<file path="config.mk">
export PLATFORM = sky130hd
export DESIGN_NAME = mpeg_audio_frame_length_unit
export DESIGN_NICKNAME = d
export VERILOG_FILES = /design/src/design/mpal_pkg.sv /design/src/design/mpeg_audio_frame_length_unit.sv
export SDC_FILE = /design/constraint.sdc
export NUM_CORES = 1
export LEC_CHECK = 0
export ABC_CLOCK_PERIOD_IN_PS = 13400
export BUFFER_PORTS_ARGS = -buffer_cell sky130_fd_sc_hd__buf_2
export CAP_MARGIN = 25
export CORE_MARGIN = 8
export CORE_UTILIZATION = 50
export CTS_CLUSTER_DIAMETER = 40
export DETAILED_ROUTE_END_ITERATION = 7
export GPL_TIMING_DRIVEN = 0
export PLACE_DENSITY = 0.67
export SETUP_SLACK_MARGIN = 0.4
export SLEW_MARGIN = 20
export SYNTH_ARGS = -nofsm -noshare
export SYNTH_HDL_FRONTEND = slang
export SYNTH_SLANG_ARGS = --single-unit
</file>
<file path="constraint.sdc">
create_clock -name clk_i -period 13.4 [get_ports clk_i]
set_input_delay 2.68 -clock clk_i [delete_from_list [all_inputs] [get_ports clk_i]]
set_output_delay 2.68 -clock clk_i [all_outputs]
set_load 0.05 [all_outputs]
</file>
<file path="src/design/mpal_pkg.sv">
// Types, header field codes and lookup tables for the frame length unit.
package mpal_pkg;

  // Version field codes
  localparam logic [1:0] VER_MPEG25 = 2'b00;
  localparam logic [1:0] VER_RSVD   = 2'b01;
  localparam logic [1:0] VER_MPEG2  = 2'b10;
  localparam logic [1:0] VER_MPEG1  = 2'b11;

  // Layer field codes
  localparam logic [1:0] LAYER_RSVD = 2'b00;
  localparam logic [1:0] LAYER_3    = 2'b01;
  localparam logic [1:0] LAYER_2    = 2'b10;
  localparam logic [1:0] LAYER_1    = 2'b11;

  // Sample-rate index codes
  localparam logic [1:0] SR_44K1 = 2'd0;
  localparam logic [1:0] SR_48K  = 2'd1;
  localparam logic [1:0] SR_32K  = 2'd2;
  localparam logic [1:0] SR_RSVD = 2'd3;

  // Bitrate index codes that carry no table entry
  localparam logic [3:0] BR_FREE = 4'd0;
  localparam logic [3:0] BR_BAD  = 4'd15;

  localparam logic [7:0] SYNC_BYTE = 8'hFF;
  localparam logic [2:0] SYNC_BITS = 3'b111;

  // Samples-per-frame factors
  localparam logic [7:0] K_LAYER1 = 8'd12;
  localparam logic [7:0] K_HALF   = 8'd72;
  localparam logic [7:0] K_FULL   = 8'd144;

  localparam int unsigned RECIP_SHIFT = 32;
  localparam int unsigned QUOT_W      = 12;
  localparam int unsigned NUM_W       = 20;
  localparam int unsigned REM_W       = 10;
  localparam int unsigned M_W         = 17;
  localparam int unsigned RECIP_W     = 31;

  // Divisor applied after scaling: 44.1 kHz family, 48 kHz family, 32 kHz family
  typedef enum logic [1:0] {
    DIV_441 = 2'd0,
    DIV_3   = 2'd1,
    DIV_1   = 2'd2
  } div_cls_e;

  // Bitrates in kbit/s
  localparam logic [8:0] KBPS_V1_L1 [16] = '{9'd0, 9'd32, 9'd64, 9'd96, 9'd128, 9'd160,
    9'd192, 9'd224, 9'd256, 9'd288, 9'd320, 9'd352, 9'd384, 9'd416, 9'd448, 9'd0};
  localparam logic [8:0] KBPS_V1_L2 [16] = '{9'd0, 9'd32, 9'd48, 9'd56, 9'd64, 9'd80,
    9'd96, 9'd112, 9'd128, 9'd160, 9'd192, 9'd224, 9'd256, 9'd320, 9'd384, 9'd0};
  localparam logic [8:0] KBPS_V1_L3 [16] = '{9'd0, 9'd32, 9'd40, 9'd48, 9'd56, 9'd64,
    9'd80, 9'd96, 9'd112, 9'd128, 9'd160, 9'd192, 9'd224, 9'd256, 9'd320, 9'd0};
  localparam logic [8:0] KBPS_V2_L1 [16] = '{9'd0, 9'd32, 9'd48, 9'd56, 9'd64, 9'd80,
    9'd96, 9'd112, 9'd128, 9'd144, 9'd160, 9'd176, 9'd192, 9'd224, 9'd256, 9'd0};
  localparam logic [8:0] KBPS_V2_L23 [16] = '{9'd0, 9'd8, 9'd16, 9'd24, 9'd32, 9'd40,
    9'd48, 9'd56, 9'd64, 9'd80, 9'd96, 9'd112, 9'd128, 9'd144, 9'd160, 9'd0};

  function automatic logic [8:0] kbps_lookup(logic mpeg1, logic [1:0] layer,
                                             logic [3:0] idx);
    logic [8:0] kbps;
    kbps = '0;
    if (mpeg1) begin
      case (layer)
        LAYER_1: kbps = KBPS_V1_L1[idx];
        LAYER_2: kbps = KBPS_V1_L2[idx];
        default: kbps = KBPS_V1_L3[idx];
      endcase
    end else begin
      case (layer)
        LAYER_1: kbps = KBPS_V2_L1[idx];
        default: kbps = KBPS_V2_L23[idx];
      endcase
    end
    return kbps;
  endfunction

  function automatic logic [8:0] div_value(div_cls_e cls);
    logic [8:0] d;
    case (cls)
      DIV_441: d = 9'd441;
      DIV_3:   d = 9'd3;
      default: d = 9'd1;
    endcase
    return d;
  endfunction

  // 2^32 / divisor rounded to nearest; the divide-by-one class bypasses the multiplier
  function automatic logic [RECIP_W-1:0] div_recip(div_cls_e cls);
    logic [RECIP_W-1:0] r;
    case (cls)
      DIV_441: r = 31'd9739155;
      DIV_3:   r = 31'd1431655765;
      default: r = '0;
    endcase
    return r;
  endfunction

endpackage

</file>
<file path="src/design/mpeg_audio_frame_length_unit.sv">
// MPEG audio frame header check and frame length, four-stage pipeline.
//
// Takes three header bytes a cycle and returns the frame length in bytes, or 0
// with header_ok_o low for a bad or incomplete header. One item enters per
// cycle while in_stall_o is low and passes the stage 1, 2, 3 and 4 registers
// in order. Stage 1 decodes and validates the header and forms k * kbps scaled
// for the sample-rate halving or quartering; stage 2 folds the 1000/rate
// factor into a small divisor (441, 3 or 1) and multiplies by its reciprocal
// unless it is 1; stage 3 forms the remainder; stage 4 applies the one-step
// correction and padding. Each stage holds its item while the stage after it
// is full and stalled, so bubbles close up and nothing is lost or repeated.
module mpeg_audio_frame_length_unit (
  input  logic        clk_i,
  input  logic        rst_ni,
  input  logic        in_valid_i,
  output logic        in_stall_o,
  input  logic [23:0] header_word_i,
  input  logic        header_complete_i,
  output logic        out_valid_o,
  input  logic        out_stall_i,
  output logic [11:0] frame_length_o,
  output logic        header_ok_o
);
  import mpal_pkg::*;

  // Stage valid bits and advance enables
  logic v1_q, v2_q, v3_q, v4_q;
  logic en1, en2, en3, en4;

  assign en4 = !v4_q || !out_stall_i;
  assign en3 = !v3_q || en4;
  assign en2 = !v2_q || en3;
  assign en1 = !v1_q || en2;
  assign in_stall_o = !en1;

  always_ff @(posedge clk_i or negedge rst_ni) begin
    if (!rst_ni) begin
      v1_q <= 1'b0;
      v2_q <= 1'b0;
      v3_q <= 1'b0;
      v4_q <= 1'b0;
    end else begin
      if (en1) v1_q <= in_valid_i;
      if (en2) v2_q <= v1_q;
      if (en3) v3_q <= v2_q;
      if (en4) v4_q <= v3_q;
    end
  end

  // ---------------- Stage 1: decode, validate, k * kbps ----------------
  logic [7:0] b0, b1, b2;
  logic [1:0] version, layer, sr_idx;
  logic [3:0] br_idx;
  logic       pad;
  logic       ok1_d;
  logic [8:0] kbps;
  logic [7:0] k;
  logic [1:0] s;
  logic [M_W-1:0] kb_prod;
  logic [M_W-1:0] m1_d;
  div_cls_e   cls1_d;

  assign b0      = header_word_i[23:16];
  assign b1      = header_word_i[15:8];
  assign b2      = header_word_i[7:0];
  assign version = b1[4:3];
  assign layer   = b1[2:1];
  assign br_idx  = b2[7:4];
  assign sr_idx  = b2[3:2];
  assign pad     = b2[1];

  assign ok1_d = header_complete_i && (b0 == SYNC_BYTE) && (b1[7:5] == SYNC_BITS) &&
                 (version != VER_RSVD) && (layer != LAYER_RSVD) &&
                 (br_idx != BR_FREE) && (br_idx != BR_BAD) && (sr_idx != SR_RSVD);

  assign kbps = kbps_lookup(version == VER_MPEG1, layer, br_idx);

  always_comb begin
    // samples factor
    if (layer == LAYER_1) begin
      k = K_LAYER1;
    end else if (layer == LAYER_3 && version != VER_MPEG1) begin
      k = K_HALF;
    end else begin
      k = K_FULL;
    end
    // sample-rate halving or quartering folded into the numerator
    case (version)
      VER_MPEG1: s = 2'd0;
      VER_MPEG2: s = 2'd1;
      default:   s = 2'd2;
    endcase
    // divisor class per base sample rate
    case (sr_idx)
      SR_44K1: cls1_d = DIV_441;
      SR_48K:  cls1_d = DIV_3;
      default: cls1_d = DIV_1;
    endcase
  end

  assign kb_prod = M_W'(k) * M_W'(kbps);
  assign m1_d    = kb_prod << s;

  logic           ok1_q, pad1_q, l1_1_q;
  logic [M_W-1:0] m1_q;
  div_cls_e       cls1_q;

  always_ff @(posedge clk_i) begin
    if (en1) begin
      ok1_q  <= ok1_d;
      pad1_q <= pad;
      l1_1_q <= (layer == LAYER_1);
      m1_q   <= m1_d;
      cls1_q <= cls1_d;
    end
  end

  // ---------------- Stage 2: scale and reciprocal multiply ----------------
  logic [NUM_W-1:0]         x2_d;
  logic [NUM_W+RECIP_W-1:0] prod2;
  logic [QUOT_W-1:0]        q2_d;

  always_comb begin
    case (cls1_q)
      DIV_441: x2_d = (NUM_W'(m1_q) << 3) + (NUM_W'(m1_q) << 1);
      DIV_3:   x2_d = NUM_W'(m1_q >> 4);
      default: x2_d = NUM_W'(m1_q >> 5);
    endcase
  end

  assign prod2 = (NUM_W+RECIP_W)'(x2_d) * (NUM_W+RECIP_W)'(div_recip(cls1_q));
  assign q2_d  = (cls1_q == DIV_1) ? x2_d[QUOT_W-1:0]
                                   : prod2[RECIP_SHIFT +: QUOT_W];

  logic              ok2_q, pad2_q, l1_2_q;
  logic [NUM_W-1:0]  x2_q;
  logic [QUOT_W-1:0] q2_q;
  div_cls_e          cls2_q;

  always_ff @(posedge clk_i) begin
    if (en2) begin
      ok2_q  <= ok1_q;
      pad2_q <= pad1_q;
      l1_2_q <= l1_1_q;
      x2_q   <= x2_d;
      q2_q   <= q2_d;
      cls2_q <= cls1_q;
    end
  end

  // ---------------- Stage 3: remainder ----------------
  logic [NUM_W-1:0] qd3;
  logic [NUM_W-1:0] r3_full;

  assign qd3     = NUM_W'(q2_q) * NUM_W'(div_value(cls2_q));
  assign r3_full = x2_q - qd3;

  logic              ok3_q, pad3_q, l1_3_q;
  logic [QUOT_W-1:0] q3_q;
  logic [REM_W-1:0]  r3_q;
  div_cls_e          cls3_q;

  always_ff @(posedge clk_i) begin
    if (en3) begin
      ok3_q  <= ok2_q;
      pad3_q <= pad2_q;
      l1_3_q <= l1_2_q;
      q3_q   <= q2_q;
      r3_q   <= r3_full[REM_W-1:0];
      cls3_q <= cls2_q;
    end
  end

  // ---------------- Stage 4: correction, padding, output ----------------
  logic [QUOT_W-1:0] q4;
  logic [QUOT_W-1:0] sum4;
  logic [QUOT_W-1:0] len4_d;

  assign q4   = q3_q + QUOT_W'(r3_q >= REM_W'(div_value(cls3_q)));
  assign sum4 = q4 + QUOT_W'(pad3_q);

  always_comb begin
    if (!ok3_q) begin
      len4_d = '0;
    end else if (l1_3_q) begin
      len4_d = {sum4[QUOT_W-3:0], 2'b00};
    end else begin
      len4_d = sum4;
    end
  end

  logic [QUOT_W-1:0] len4_q;
  logic              ok4_q;

  always_ff @(posedge clk_i) begin
    if (en4) begin
      len4_q <= len4_d;
      ok4_q  <= ok3_q;
    end
  end

  assign out_valid_o    = v4_q;
  assign frame_length_o = len4_q;
  assign header_ok_o    = ok4_q;

endmodule

</file>
After elaboration in Yosys (flattened, before gate mapping). Memory sizes are Yosys's and may differ from the RTL's. Index checks and enable logic that the tools add are counted.

Bits in registers: 93. Memory bits (read-only): 720. Input bits: 29. Memories kept: 5.

$add $sub $neg: 4. Multipliers: 3. Order comparisons: 2. Equality and inequality tests: 16. Shift-type cells: 1. Muxes and demuxes: 23. Bitwise logic cells: 2. Reductions and logical operators: 25.

Memory list: (no name shown) (depth 16, width 9, rd ports 1, clocked after Yosys merged registers in 0, wr ports 0, RTL line mpal_pkg.sv:73) `default: kbps = KBPS_V2_L23[idx];`; (no name shown) (depth 16, width 9, rd ports 1, clocked after Yosys merged registers in 0, wr ports 0, RTL line mpal_pkg.sv:72) `LAYER_1: kbps = KBPS_V2_L1[idx];`; (no name shown) (depth 16, width 9, rd ports 1, clocked after Yosys merged registers in 0, wr ports 0, RTL line mpal_pkg.sv:68) `default: kbps = KBPS_V1_L3[idx];`; (no name shown) (depth 16, width 9, rd ports 1, clocked after Yosys merged registers in 0, wr ports 0, RTL line mpal_pkg.sv:67) `LAYER_2: kbps = KBPS_V1_L2[idx];`; (no name shown) (depth 16, width 9, rd ports 1, clocked after Yosys merged registers in 0, wr ports 0, RTL line mpal_pkg.sv:66) `LAYER_1: kbps = KBPS_V1_L1[idx];`.

Operator list (count): 9-bit 2-to-1 mux (12); 31-bit case mux with 2 select lines (1); 9-bit case mux with 2 select lines (3); 20-bit by 31-bit multiplier with 44-bit output (1); 20-bit case mux with 2 select lines (1); 12-bit by 1-bit adder with 12-bit output (2); 12-bit 2-to-1 mux (2); 20-bit by 18-bit adder with 20-bit output (1); 8-bit by 9-bit multiplier with 17-bit output (1); 17-bit by 2-bit left shift with 17-bit output (1); 8-bit 2-to-1 mux (2); 12-bit by 9-bit multiplier with 10-bit output (1); 2-bit by 1-bit equality test with 1-bit output (second input constant) (5); 2-bit equality test (second input constant) (5); 10-bit by 9-bit >= comparator with 1-bit output (1); 10-bit subtractor (1); 8-bit equality test (second input constant) (1); 1-bit logical AND (8); 2-bit zero test (4); 2-bit case mux with 2 select lines (2); 1-bit zero test (6); 5-bit >= comparator (second input constant) (1); 4-bit NOT with 5-bit output (1); 1-bit logical OR (4); 8 further kinds (9).

Depth between registers and ports, before layout. Gate-level depths: netlist of the first run.

Depth in word-level cells: 8. Mapped depth: 35.

Least setup slack after synthesis of the first run. Ideal clock, no wire load.

Path type: reg2reg. Start point: register m1_q[7]. End point: register q2_q[10], data pin. Library setup time: 0.267 ns. Arrival: 7.680 ns. Data required time: 13.133 ns. Setup slack: 5.453 ns. Stages on the path, launching flop included: 34. Buffers on the path: 0. Period minus slack after synthesis: 7.947 ns. Path through: edfxtp_1 > ha_1 > inv_1 > fa_1 > nor2b_1 > o21ai_0 > a21boi_1 > o21ai_0 > a21oi_1 > o21ai_1 > a21oi_1 > nor3_1 > or2_2 > fa_1 > inv_1 > fa_1 > inv_1 > fa_1 > fa_1 > inv_1 > fa_1 > fa_1 > fa_1 > inv_1 > ha_1 > nand4_1 > nor2_1 > a311o_1 > nand4b_2 > a311oi_4 > inv_2 > a21oi_2 > xor2_1 > o21ai_1.

Word-level cells in the longest chain between the ends: 4.

RTL lines: from (decl) (RTL line mpeg_audio_frame_length_unit.sv:105) `logic [M_W-1:0] m1_q;`; from (signal assigned) (RTL line mpeg_audio_frame_length_unit.sv:113) `m1_q <= m1_d;`; 20-bit by 18-bit adder with 20-bit output (RTL line mpeg_audio_frame_length_unit.sv:125) `DIV_441: x2_d = (NUM_W'(m1_q) << 3) + (NUM_W'(m1_q) << 1);`; 20-bit case mux with 2 select lines (*) (RTL line mpeg_audio_frame_length_unit.sv:124) `case (cls1_q)`; 20-bit by 31-bit multiplier with 44-bit output (RTL line mpeg_audio_frame_length_unit.sv:131) `assign prod2 = (NUM_W+RECIP_W)'(x2_d) * (NUM_W+RECIP_W)'(div_recip(cls1_q));`; 12-bit 2-to-1 mux (*) (RTL line mpeg_audio_frame_length_unit.sv:132) `assign q2_d = (cls1_q == DIV_1) ? x2_d[QUOT_W-1:0]`; via q2_d[10] (RTL line mpeg_audio_frame_length_unit.sv:121) `logic [QUOT_W-1:0] q2_d;`; to (signal assigned) (RTL line mpeg_audio_frame_length_unit.sv:146) `q2_q <= q2_d;`; to (decl) (RTL line mpeg_audio_frame_length_unit.sv:137) `logic [QUOT_W-1:0] q2_q;`.

The timed path passes the listed nets; every way through them passes the cells marked *. A chain may end at the register's enable or synchronous reset.

Worst setup path after layout of the first run. Same ends and word-level chain as after synthesis.

==> results of run 1 <==
[state kept, by name, summed over array words and instances, names as in the netlist, 2 cells and up]
name and flops:
q2_q 12, r3_q 10, cls1_q 2, q3_q 12
cls3_q 2, x2_q 10, frame_length_o 12, cls2_q 2
m1_q 12
[area by class of cell]
class	count	area, um^2	area share
clock inverters	7	101.3	0.005068
inverters	505	1896	0.09478
clock buffers	9	225.2	0.01126
multi-input cells	1288	14270	0.7133
plain buffers	26	97.59	0.004880
flip-flops and latches	88	2623	0.1311
well taps	468	585.6	0.02928
repair buffers	39	205.2	0.01026
[stage by stage]
| stage | std cells | hold WS [ns] | cell area (um^2) | util | setup WS [ns] |
|---|---|---|---|---|---|
| final | 2430 | 0.4219 | 20000 | 0.5463 | 3.440 |
| after global routing | 2430 | 0.4263 | 20000 | 0.5463 | 3.046 |
| after CTS | 2429 | 0.4232 | 19980 | 0.5458 | 3.454 |
| after detailed placement | 2413 | 0.4045 | 19660 | 0.5369 | 3.479 |
| after global placement | 2413 | 0.4032 | 19650 | 0.5367 | 3.552 |
| after floorplan | 1907 | 0.4003 | 18870 | - | 5.453 |
[metal layers]
metal | track usage | share of wire | vias to the layer above
met5 | 0 | 0 | -
met4 | 0.06537 | 0.033 | 0
met3 | 0.03322 | 0.055 | 71
met2 | 0.3383 | 0.47 | 300
met1 | 0.2847 | 0.44 | 6186
li1 | - | - | 5935
[final timing paths]
| check | start | endpoint | slack, ns | depth (start not counted) |
|---|---|---|---|---|
| setup / recovery | m1_q[7]$_DFFE_PN_ | q2_q[10]$_DFFE_PP_ | 3.44 | 30 |
| setup reg to reg | m1_q[7]$_DFFE_PN_ | q2_q[10]$_DFFE_PP_ | 3.44 | 30 |
| hold / removal | ok1_q$_DFFE_PN_ | ok2_q$_DFFE_PP_ | 0.42 | 0 |
| min in group asynchronous | rst_ni | out_valid_o$_DFFE_PN0P_ | 2.12 | 1 |
| hold reg to reg | ok1_q$_DFFE_PN_ | ok2_q$_DFFE_PP_ | 0.42 | 0 |
| max in group asynchronous | rst_ni | v3_q$_DFFE_PN0P_ | 11.17 | 1 |
[logic make-up (layout without fill, tap and decap cells)]
logic type                 Yosys count  in the layout  share of synthesized area
adders and majority gates          627            627                     0.5610
buffers and inverters              531            586                     0.1070
and+or+nand+nor                    299            299                    0.07738
AOI/OAI and AO/OA                  215            215                    0.07483
DFF                                 88             88                     0.1408
xor gates and xnor gates            63             63                    0.02962
muxes                               16             16                   0.008934
other                                2             68                  0.0004032
[synthesized netlist by cell type, types with 6 or more instances]
master    instances
a211oi_1          8
a21o_1           19
a21oi_1          75
a21oi_2           7
and2_1           33
and3_1           15
clkbuf_1         21
edfxtp_1         84
fa_1            347
ha_1            280
inv_1           504
mux2i_1          11
nand2_1          91
nand2b_1         13
nand3_1          15
nand4_1           9
nor2_1           71
nor2b_1          11
nor3_1           19
o211ai_1          8
o21a_1            6
o21ai_0          38
o21ai_1           6
o21bai_1         11
or2_2            10
xnor2_1          49
xor2_1           14
==> out/metrics.yaml, run 1 <==
finalSetupTns_ns: 0
htreeDepth: 3
final.period_utilization: 0.7433
synth_ff_type: "edfxtp_1"
core_area_um2: 36610
tightest_slew_ns: 1.089
syn_avg_cell_area_um2: 10.12
start_util: 0.5088
endpoint_kind: "flop"
die_y_um: 209.0
layout_common_cells: "inv_1, fa_1, ha_1"
worst_setup_path_start_kind: "flop"
antennaDiodeCount: 0
outcome: "finished, final reports clean"
grt_pass1_wl_um: 71400
clock-root-buffer: "clkbuf_16"
synth_cell_type_count: 60
die_area_um2: 43690
postRouteAntennaNets: 0
synth.top_cells.by_area: "fa_1, ha_1, edfxtp_1"
synth_top_cell_area_share: 0.3729
clock_latency_ns: 0.34
dieWidth_um: 209.0
critPathRequiredTime_ns: 13.46
synth_edf_count: 84
holdBufCountCts: 0
maxSlewViolCount: 0
grt_antenna_before_repair: 0
ctsResizeCount: 0
ys_warn_count: 0
crit_path_top_delay_cell: "o311ai_1"
placementRows: 70
grt_setup_unrepaired: "no"
crit_buf_inv: 6
vias_per_cell: 5.141
vias: 12492
yosysTopAreaCell: "fa_1"
gp_congestion: 0.9614
crit_arrival_ns: 10.02
cts_sinks: 88
drc: 0
drive_gt1_frac: 0.04485
clockBufferDepth: 2
wl_um: 44010
cpLargestDelayFamily: "adder cells"
hpwl_um: 40290
grt.total_usage: 0.2086
fin_worst_skew_ns: 0.008402
pin_count: 44
synth_seq_cells: 88
path_class: "reg -> reg"
cp_common_cell: "fa_1"
relSlewSlack: 0.2682
grt_overflow: 0
synthCells: 1841
worstPathMaxFanout: 6
final_common_cell: "inv_1"
cts_setup_buffers: 0
drt_iter0_markers: 778
hold_class: "reg -> reg"
fmax_mhz: 100.4
drv_cap: 0
fin_nets: 2613
fin_crit_ns: 9.960
grt_max_degree: 29
grt_pass1_vias: 13323
num-fill-cells: 3282
setup-violations-final: 0
async_flop_share: 0.04545
ys_seq_area_frac: 0.1408
cts_tree: "yes"
synthToLayoutAreaGrowth_pct: 7.369
first_pass_iters: 5
finalHoldViolCount: 0
cts_buffers: 9
port-buffer-count: 38
clk_pin_slew_worst_paths_ns: 0.07
synthesis.area_um2: 18630
wl_per_cell_um: 18.11
crit_path_max_incr_delay_ns: 0.85
Power of run 1 is not shown: default switching activity piles up to over one toggle a cycle in this logic, so the estimate is an artifact.
==> run 2: changes to the inputs <==
--- a/config.mk
+++ b/config.mk
@@ -5,7 +5,7 @@
 export SDC_FILE = /design/constraint.sdc
 export NUM_CORES = 1
 export LEC_CHECK = 0
-export ABC_CLOCK_PERIOD_IN_PS = 13400
+export ABC_CLOCK_PERIOD_IN_PS = 9200
 export BUFFER_PORTS_ARGS = -buffer_cell sky130_fd_sc_hd__buf_2
 export CAP_MARGIN = 25
 export CORE_MARGIN = 8
==> constraint.sdc (replaced) <==
create_clock -name clk_i -period 9.2 [get_ports clk_i]
set_input_delay 1.84 -clock clk_i [delete_from_list [all_inputs] [get_ports clk_i]]
set_output_delay 1.84 -clock clk_i [all_outputs]
set_load 0.05 [all_outputs]
==> run 2 against run 1 <==
Register-to-register slack lost 2.8 ns. Sequential share of layout area is 0.27 points lower. Critical endpoint is now q2_q[8]$_DFFE_PP_. Non-clock buffer count increased by 14. Critical path depth unchanged.
==> out/metrics.yaml, run 2 (synthesis gave the netlist of run 1 again) <==
port-buffer-count: 38
fin_crit_ns: 8.580
drv_cap: 0
hpwl_um: 40290
critPathRequiredTime_ns: 9.27
die_area_um2: 43690
first_pass_iters: 5
tightest_slew_ns: 1.098
worst_setup_path_start_kind: "flop"
fin_area_um2: 20410
endpoint_kind: "flop"
wl_um: 44610
start_util: 0.5088
clock-root-buffer: "clkbuf_16"
wl_per_cell_um: 18.25
placementRows: 70
num-fill-cells: 3225
grt.total_usage: 0.2096
grt_pass1_wl_um: 71790
cts_tree: "yes"
fin_nets: 2627
vias_per_cell: 5.179
dr_wl_met3_um: 2745
final.period_utilization: 0.9326
grt_pass1_vias: 13423
place_area_um2: 19660
setup-violations-final: 0
relSlewSlack: 0.2625
cts_buffers: 9
clk_pin_slew_worst_paths_ns: 0.07
synthToLayoutAreaGrowth_pct: 9.599
met1_length_um: 19370
fin_worst_skew_ns: 0.006703
final_common_cell: "inv_1"
fmax_mhz: 116.6
antennaDiodeCount: 0
outcome: "finished, final reports clean"
grt_antenna_before_repair: 0
cp_common_cell: "fa_1"
postRouteAntennaNets: 0
path_class: "reg -> reg"
drc: 0
die_y_um: 209.0
gp_congestion: 0.9614
maxSlewViolCount: 0
finalHoldViolCount: 0
reg2reg_slack_ns: 0.62
cts_sinks: 88
dieWidth_um: 209.0
crit_path_top_delay_cell: "fa_1"
grt_setup_unrepaired: "yes"
multi_input_area_um2: 14580
hold_class: "reg -> reg"
clock_latency_ns: 0.34
met2WireLength_um: 20890
core_area_um2: 36610
drive_gt1_frac: 0.07591
worstPathMaxFanout: 4
clockBufferDepth: 2
vias: 12657
pin_count: 44
crit_path_max_incr_delay_ns: 0.53
layout_common_cells: "inv_1, fa_1, ha_1"
cpLargestDelayFamily: "adder cells"
drt_iter0_markers: 717
grt_max_degree: 29
crit_buf_inv: 3
seq_area_um2: 2623
crit_arrival_ns: 8.65
htreeDepth: 3
top_layer: "met4"
grt_overflow: 0
==> run 2: cell count changes in the layout (fill, tap and decap cells not counted), moves of 3 or more <==
cell / delta
ha_1: -9
ha_4: +5
xor2_1: -3
ha_2: +4
fa_2: +6
fa_1: -6
o21ai_0: -4
nor3_4: +3
nor2_2: +4
buf_4: +14
o21ai_2: +5
a21oi_1: -4
nor2_1: -5
==> run 2: per-layer routing <==
layer,global-route usage,vias to the layer above
li1,-,5958
met1,0.2847,6262
met2,0.3385,363
met3,0.03442,74
met4,0.07120,0
met5,0,-
==> run 2: area by class of cell <==
cell class,instances,share of cell area
buffer,26,0.004842
clock buffer,9,0.01103
timing repair buffer,53,0.01520
clock inverter,7,0.004964
multi-input combinational,1288,0.7140
inverter,505,0.09285
sequential,88,0.1285
tap,468,0.02868
==> run 2: path summary, 6_finish.rpt <==
kind,from,to,depth (start not counted)
hold reg to reg,q2_q[10]$_DFFE_PP_,q3_q[10]$_DFFE_PP_,0
setup / recovery,m1_q[6]$_SDFFCE_PP0N_,q2_q[8]$_DFFE_PP_,30
min in group asynchronous,rst_ni,out_valid_o$_DFFE_PN0P_,1
max in group asynchronous,rst_ni,v3_q$_DFFE_PN0P_,1
hold / removal,q2_q[10]$_DFFE_PP_,q3_q[10]$_DFFE_PP_,0
setup reg to reg,m1_q[6]$_SDFFCE_PP0N_,q2_q[8]$_DFFE_PP_,30
==> run 2: per-stage QoR <==
| step | utilization | setup TNS [ns] | hold slack (ns) | cells | setup WS, ns |
|---|---|---|---|---|---|
| after floorplan | - | 0 | 0.4003 | 1907 | 1.253 |
| after global placement | 0.5367 | -2.345 | 0.4032 | 2413 | -0.6476 |
| after detailed placement | 0.5369 | -2.698 | 0.4045 | 2413 | -0.7212 |
| after CTS | 0.5515 | 0 | 0.4232 | 2438 | 0.3869 |
| after global routing | 0.5576 | 0 | 0.4263 | 2444 | 0.3285 |
| final | 0.5576 | 0 | 0.4216 | 2444 | 0.6200 |
==> run 2: timing repair <==
action,CTS,global route
setup endpoints to repair,12,11
setup buffers,9,5
hold buffers,0,0
pin swaps,10,27
gates resized for setup,30,36
Power of run 2 is left out for the same reason.
